==> src/rtl/brbq_pkg.sv <==
// brbq_pkg: shared types and constants of the byte ring buffer queue
// opcode and status codes, command and result records, back-end states
// no dependencies
`default_nettype none

package brbq_pkg;

  // fixed field widths of the request and result ports
  localparam int unsigned OP_W   = 3;
  localparam int unsigned BYTE_W = 8;
  localparam int unsigned CNT_W  = 12;
  localparam int unsigned DENQ_W = 13;

  // entries of the command queue between front and back
  localparam int unsigned CMDQ_DEPTH = 2;

  // index advance: index plus count stays below 2**ADV_SUM_W, and a reciprocal
  // of DEPTH scaled by 2**RECIP_SHIFT gives an exact quotient over that range
  // (DEPTH of at least 4 keeps the reciprocal within RECIP_W bits)
  localparam int unsigned ADV_SUM_W   = CNT_W + 1;
  localparam int unsigned RECIP_SHIFT = 2 * CNT_W + 1;
  localparam int unsigned RECIP_W     = RECIP_SHIFT - 1;

  // request opcodes
  typedef enum logic [OP_W-1:0] {
    OP_ENQ    = 3'd0,
    OP_DEQ    = 3'd1,
    OP_PEEK   = 3'd2,
    OP_ADV_WR = 3'd3,
    OP_ADV_RD = 3'd4,
    OP_CLEAR  = 3'd5,
    OP_QUERY  = 3'd6
  } op_e;

  // decoded command kind, unused opcodes become a no-op
  typedef enum logic [2:0] {
    K_ENQ,
    K_DEQ,
    K_PEEK,
    K_ADV_WR,
    K_ADV_RD,
    K_CLEAR,
    K_QUERY,
    K_NOP
  } kind_e;

  // result status codes
  typedef enum logic [1:0] {
    ST_OK    = 2'd0,
    ST_SHORT = 2'd1,
    ST_OVER  = 2'd2
  } status_e;

  // back-end sequencer states
  typedef enum logic [1:0] {
    S_IDLE,
    S_READ,
    S_ADV,
    S_ADV_FIN
  } state_e;

  // classified command handed from front to back
  typedef struct packed {
    kind_e              kind;
    logic [BYTE_W-1:0]  data;
    logic [CNT_W-1:0]   count;
    logic               first;
    logic               over_max;
    logic               zero;
  } cmd_t;

  // one result record, the byte comes straight from the store
  typedef struct packed {
    status_e            status;
    logic               last;
    logic               from_ram;
    logic [CNT_W-1:0]   used;
    logic [CNT_W-1:0]   free;
    logic [DENQ_W-1:0]  denq;
    logic [CNT_W-1:0]   ddeq;
    logic [CNT_W-1:0]   rd_idx;
    logic [CNT_W-1:0]   wr_idx;
  } res_t;

endpackage

`default_nettype wire

==> src/rtl/brbq_front.sv <==
// brbq_front: request intake, opcode classification and the command queue
// depends on brbq_pkg
`default_nettype none

module brbq_front #(
  parameter int unsigned MAX_XFER = 64
) (
  input  wire logic                          clk_i,
  input  wire logic                          rst_ni,
  input  wire logic                          start_i,
  input  wire logic [brbq_pkg::OP_W-1:0]     opcode_i,
  input  wire logic [brbq_pkg::BYTE_W-1:0]   data_byte_i,
  input  wire logic [brbq_pkg::CNT_W-1:0]    xfer_count_i,
  input  wire logic                          first_of_transfer_i,
  output logic                               busy_o,
  output logic                               cmd_valid_o,
  output brbq_pkg::cmd_t                     cmd_o,
  input  wire logic                          cmd_pop_i
);

  localparam int unsigned QAW = (brbq_pkg::CMDQ_DEPTH > 1) ? $clog2(brbq_pkg::CMDQ_DEPTH) : 1;
  localparam int unsigned QCW = $clog2(brbq_pkg::CMDQ_DEPTH + 1);

  brbq_pkg::cmd_t cmd_new;
  brbq_pkg::cmd_t q_mem_q [brbq_pkg::CMDQ_DEPTH];
  logic [QAW-1:0] wptr_q, wptr_d;
  logic [QAW-1:0] rptr_q, rptr_d;
  logic [QCW-1:0] cnt_q, cnt_d;
  logic           push;

  // classify the incoming request
  always_comb begin
    cmd_new          = '0;
    cmd_new.data     = data_byte_i;
    cmd_new.count    = xfer_count_i;
    cmd_new.first    = first_of_transfer_i;
    cmd_new.over_max = xfer_count_i > brbq_pkg::CNT_W'(MAX_XFER);
    cmd_new.zero     = xfer_count_i == '0;
    unique case (brbq_pkg::op_e'(opcode_i))
      brbq_pkg::OP_ENQ:    cmd_new.kind = brbq_pkg::K_ENQ;
      brbq_pkg::OP_DEQ:    cmd_new.kind = brbq_pkg::K_DEQ;
      brbq_pkg::OP_PEEK:   cmd_new.kind = brbq_pkg::K_PEEK;
      brbq_pkg::OP_ADV_WR: cmd_new.kind = brbq_pkg::K_ADV_WR;
      brbq_pkg::OP_ADV_RD: cmd_new.kind = brbq_pkg::K_ADV_RD;
      brbq_pkg::OP_CLEAR:  cmd_new.kind = brbq_pkg::K_CLEAR;
      brbq_pkg::OP_QUERY:  cmd_new.kind = brbq_pkg::K_QUERY;
      default:             cmd_new.kind = brbq_pkg::K_NOP;
    endcase
  end

  // queue control
  assign busy_o      = cnt_q == QCW'(brbq_pkg::CMDQ_DEPTH);
  assign push        = start_i && !busy_o;
  assign cmd_valid_o = cnt_q != '0;
  assign cmd_o       = q_mem_q[rptr_q];

  always_comb begin
    wptr_d = wptr_q;
    rptr_d = rptr_q;
    cnt_d  = cnt_q;
    if (push) begin
      wptr_d = (wptr_q == QAW'(brbq_pkg::CMDQ_DEPTH - 1)) ? '0 : wptr_q + 1'b1;
    end
    if (cmd_pop_i) begin
      rptr_d = (rptr_q == QAW'(brbq_pkg::CMDQ_DEPTH - 1)) ? '0 : rptr_q + 1'b1;
    end
    if (push && !cmd_pop_i) begin
      cnt_d = cnt_q + 1'b1;
    end else if (!push && cmd_pop_i) begin
      cnt_d = cnt_q - 1'b1;
    end
  end

  always_ff @(posedge clk_i or negedge rst_ni) begin
    if (!rst_ni) begin
      wptr_q <= '0;
      rptr_q <= '0;
      cnt_q  <= '0;
    end else begin
      wptr_q <= wptr_d;
      rptr_q <= rptr_d;
      cnt_q  <= cnt_d;
    end
  end

  // queue storage
  always_ff @(posedge clk_i) begin
    if (push) begin
      q_mem_q[wptr_q] <= cmd_new;
    end
  end

endmodule

`default_nettype wire

==> config.mk <==
export PLATFORM = sky130hd
export DESIGN_NAME = brbq_front
export DESIGN_NICKNAME = d
export VERILOG_FILES = /design/src/rtl/brbq_pkg.sv /design/src/rtl/brbq_front.sv
export SDC_FILE = /design/constraint.sdc
export NUM_CORES = 1
export LEC_CHECK = 0
export ABC_CLOCK_PERIOD_IN_PS = 4870
export BUFFER_PORTS_ARGS = -buffer_cell sky130_fd_sc_hd__buf_2
export CAP_MARGIN = 20
export CORE_MARGIN = 1.5
export CORE_UTILIZATION = 56
export CTS_CLUSTER_SIZE = 16
export DETAILED_ROUTE_END_ITERATION = 6
export PLACE_DENSITY = 0.83
export SYNTH_ARGS = -nofsm -noshare
export SYNTH_HDL_FRONTEND = slang
export SYNTH_SLANG_ARGS = --single-unit
==> constraint.sdc <==
create_clock -name clk_i -period 4.87 [get_ports clk_i]
set_input_delay 1.2175 -clock clk_i [delete_from_list [all_inputs] [get_ports clk_i]]
set_output_delay 1.2175 -clock clk_i [all_outputs]
set_load 0.02 [all_outputs]
Word level (Yosys, flattened, before mapping) --
Memories as Yosys holds them, arrays and structs flattened. Index checks and enable logic that the tools add are counted.
Storage, ports and cells: bits in writable memories 52, memories 1, bits in registers 4, output and inout port bits 28
Memory list:
- q_mem_q | words 2, width 26, rd ports 1, clocked after Yosys merged registers in 0, write ports 1, RTL line brbq_front.sv:25 | brbq_pkg::cmd_t q_mem_q [brbq_pkg::CMDQ_DEPTH];
Cells by class: reduce and logical (&&, ||, !) cells 10, magnitude comparators 1, eq/ne operators 7, add/sub/neg operators 4, muxes and demuxes 7
Operators with widths (number):
- $pmux W3 S7 | 1
- $gt A12 B7 Y1 const B | 1
- $logic_not A12 Y1 | 1
- $eq A3 B3 Y1 const B | 3
- $eq A3 B2 Y1 const B | 2
- $mux W1 | 4
- $mux W2 | 2
- $reduce_bool A2 Y1 | 2
- $eq A3 B1 Y1 const B | 1
- $logic_and A1 B1 Y1 | 3
- $logic_not A1 Y1 | 3
- $logic_not A3 Y1 | 1
- $add A1 B1 Y1 const B | 2
- $add A2 B1 Y2 const B | 1
- $eq A2 B2 Y1 const B | 1
- $sub A2 B1 Y2 const B | 1

Longest topological paths before layout --
word-level depth 7, gate-level depth with buffers 7, mapped depth without buffers 7

Least setup slack after synthesis --
Ideal clock, no wire load.
kind in2reg, start point input port start_i, end point memory q_mem_q[0][0] in the netlist's numbering, enable pin, arrival time 2.413 ns, path buffers 0, slack 2.048 ns, cell stages on the path 2, path through nand2_1 -> nor2_1
On the way: cells in the longest elaborated chain, start to end 3
RTL lines:
- from (decl) | RTL line brbq_front.sv:10 | input wire logic start_i,
- $logic_and A1 B1 Y1 | RTL line brbq_front.sv:53 | assign push = start_i && !busy_o;
- $mux W1 | RTL line brbq_front.sv:88 | if (push) begin
- $mux W1 (not written as such) | RTL line brbq_front.sv:89 | q_mem_q[wptr_q] <= cmd_new;
- to (decl) | RTL line brbq_front.sv:25
Every way passes these cells.

==> impl_results.md <==
- Share of cells above drive strength 1: 53.8%
- Clk buf depth: 2
- CP max stage delay: 0.64 ns
- Max_cap viols: 0
- Worst slew margin: 69.3%
- Die Wd: 66.0 um
- Post-DP HPWL: 2340 um
- XOR/XNOR Fraction of Synth Area: 1.97%
- Pleak: 0.00106 uW
- Mux cell area share after synthesis: 16.4%
- Initial Utilization: 59.4%
- Cell area power density: 587 nW/um^2
- Period utilization: 63.9%
- Worst r2r path cells: 3
- Placed insts: 210
- Status: finished clean
- DR vias/cell: 5.11
- Syn Inst Count: 111
- CTS tree: built
- Worst Path Required: 3.65 ns
- Root Driver: clkbuf_8
- Logic gate share of total power: 38.5%
- RSZ-0062 raised after global routing: false
- Clk_lat worst skew: 0.31 ns
- Hold path cells: 1
- Critical Path Slowest Stage Cell: dfrtp_1
- Total grt overflow: 0
- FMAX: 0.321 GHz
- # rows: 22
- Total routing usage reported by global routing: 17.4%
- CP cell instances: buf_4 > mux2_2 > buf_2
- Iteration-0 DRC Markers: 56
- Multi-input combinational cell area: 492 sq um
- Sum Neg Setup Slack: 0 ns
- Fill count: 268
- CTS H-tree depth: 2
- Initial antenna violation count: 0
- Worst hold path type: reg -> reg
- WS Path Type: reg -> out
- Largest net degree at the start of global routing: 27
- Final Max Slew Viols: 0
- Core Box Area: 3740 sq um
- Internal power: 1030 uW
- Actual slew at the worst max-slew pin: 0.460 ns
- Total area of sequential cells: 1660 sq um
- Synth Area in Compound Gates: 0.337%
- Post-Synth Adder-Cell Area: 0.562%
- Io pins: 56
- Sequential share of the synthesized area: 74.7%
- Sw Share: 33.0%
- Routed wire per std cell: 15.2 um
- P_sw: 508 uW
- CP startpoint kind: register
- Post-synthesis net count: 140
- FF+latch count, synth: 56
- Sink Count: 56
- Post-synthesis simple-gate area fraction: 2.76%
- Peak VDD IR: 0.350 mV
- Die footprint: 4360 sq um
- Remaining antenna violation count: 0
- Setup violators final: 0
- Ys Warns: 0
- Hold Buf Count CTS: 0
- Tmin final: 3.11 ns
- Setup crit end kind: output port
- Gates resized, CTS repair: 0
- Final net count: 199
- Sequential Power Share: 46.3%
- Finished Layout Cells: 219
- Post-CTS Setup Inserts: 0
- First-pass GRT wire length: 5390 um
- Number of library cell types mapped by synthesis: 19
- PortBufs: 55
- Die height: 66.0 um
- Largest family of logic cells by synthesized area: multiplexers
- CP Max Fanout: 19
- Worst path arrival time: 1.89 ns
- Layout area overhead: 17.9%
- Post-route clock skew: 0.00613 ns
- Clock transition at path regs: 0.09 ns
- Clk pwr share: 15.2%
- Placer Congestion: 0.732
- Vias: 1118
- Residual DRC: 0
- Post-Syn Area per Cell: 20.0 sq um
- Vias in the first global route: 1155
- CTS Buf Count: 5
- Synthesized area: 2220 sq um
- Antenna diode count: 0
- Pre-antenna DRT Iters: 2
- Hold Fails Final Rpt: 0
- Post-Route WL: 3340 um
registers in the layout, indices dropped and copies added, names as in the netlist:
| name | flops |
|---|---|
| cnt_q | 2 |
| q_mem_q | 52 |
| rptr_q | 1 |
| wptr_q | 1 |
metal layers:
metal	vias to the layer above	global-route usage [%]	routed length, um
met2	39	29.3	1710
met5	-	0	0
met3	5	6.98	261
met4	0	6.12	51
met1	548	20.2	1320
li1	526	-	-
power by group through the flow:
| stage | sequential, uW | clock, uW | combinational [uW] |
|---|---|---|---|
| CTS | 716 | 239 | 583 |
| global route | 724 | 260 | 637 |
| floorplan | 698 | 0 | 483 |
| finish | 713 | 235 | 593 |
| detailed placement | 727 | 0 | 581 |
| global placement | 719 | 0 | 569 |
logic make-up after synthesis:
kind of cell	Yosys count
simple gates	13
fa+ha+maj	1
buf+inv	9
flops	56
mux	26
compound gates	1
xor+xnor	5
cell usage in the layout (no fill, tap or decap):
cell type  netlist  final
buf_16           0      1
or2_2            1      1
clkbuf_8         0      5
ha_1             1      1
buf_4            0      2
nor4_1           1      1
edfxtp_1        52     52
nand2_1          3      3
nor3_1           2      2
dfrtp_1          4      4
inv_1            3      3
nand2b_1         1      1
buf_2            0     55
mux2_4          19     19
xnor2_1          2      2
nor2_2           0      1
mux2_2           7      7
a21o_1           1      1
nor2_1           4      3
and3_1           1      1
clkbuf_1         3      2
xor2_1           3      3
clkinv_2         0      1
cell usage after synthesis:
| master | instances | share of area, % |
|---|---|---|
| xnor2_1 | 2 | 0.79 |
| nand2b_1 | 1 | 0.28 |
| dfrtp_1 | 4 | 4.5 |
| buf_12 | 2 | 1.8 |
| xor2_1 | 3 | 1.2 |
| mux2_4 | 19 | 13 |
| or2_2 | 1 | 0.28 |
| nor3_1 | 2 | 0.45 |
| inv_1 | 3 | 0.51 |
| clkbuf_1 | 3 | 0.51 |
| ha_1 | 1 | 0.56 |
| and3_1 | 1 | 0.28 |
| edfxtp_1 | 52 | 70 |
| buf_6 | 1 | 0.51 |
| nor4_1 | 1 | 0.28 |
| a21o_1 | 1 | 0.34 |
| mux2_2 | 7 | 3.5 |
| nand2_1 | 3 | 0.51 |
| nor2_1 | 4 | 0.67 |
final timing paths:
check	from	slack [ns]	end
max in group asynchronous	rst_ni	4.05	cnt_q[1]
worst max-delay path	rptr_q	1.76	cmd_o[25]
worst min register to register	cnt_q[1]	0.52	cnt_q[1]
worst max register to register	cnt_q[0]	3.29	q_mem_q[1][4]
worst min-delay path	cnt_q[1]	0.52	cnt_q[1]
min in group asynchronous	rst_ni	0.69	rptr_q
worst max-delay path, delay by kind of cell (launching register included):
family	cells	cell delay (ns)
flip-flops	1	0.64
buffers and inverters	2	0.56
multiplexers	1	0.38
through the flow:
| stage | utilization (%) | setup slack (ns) | instance area [sq um] | hold slack (ns) | total power [uW] |
|---|---|---|---|---|---|
| after floorplan | - | 2.05 | 2220 | 0.456 | 1180 |
| after global placement | 67.2 | 2.13 | 2510 | 0.471 | 1290 |
| after detailed placement | 67.2 | 2.10 | 2510 | 0.505 | 1310 |
| after CTS | 69.4 | 1.74 | 2600 | 0.523 | 1540 |
| after global routing | 70.1 | 1.67 | 2620 | 0.560 | 1620 |
| final | 70.1 | 1.76 | 2620 | 0.520 | 1540 |
area by class of cell:
| cell class | count | area share, % |
|---|---|---|
| Timing Repair Buffer | 58 | 12.1 |
| Clock buffer | 7 | 2.91 |
| Clock inverter | 1 | 0.191 |
| Tap cell | 48 | 2.29 |
| Sequential cell | 56 | 63.3 |
| Multi-Input combinational cell | 46 | 18.7 |
| Inverter | 3 | 0.429 |
Power figures use the tool's default switching activity.
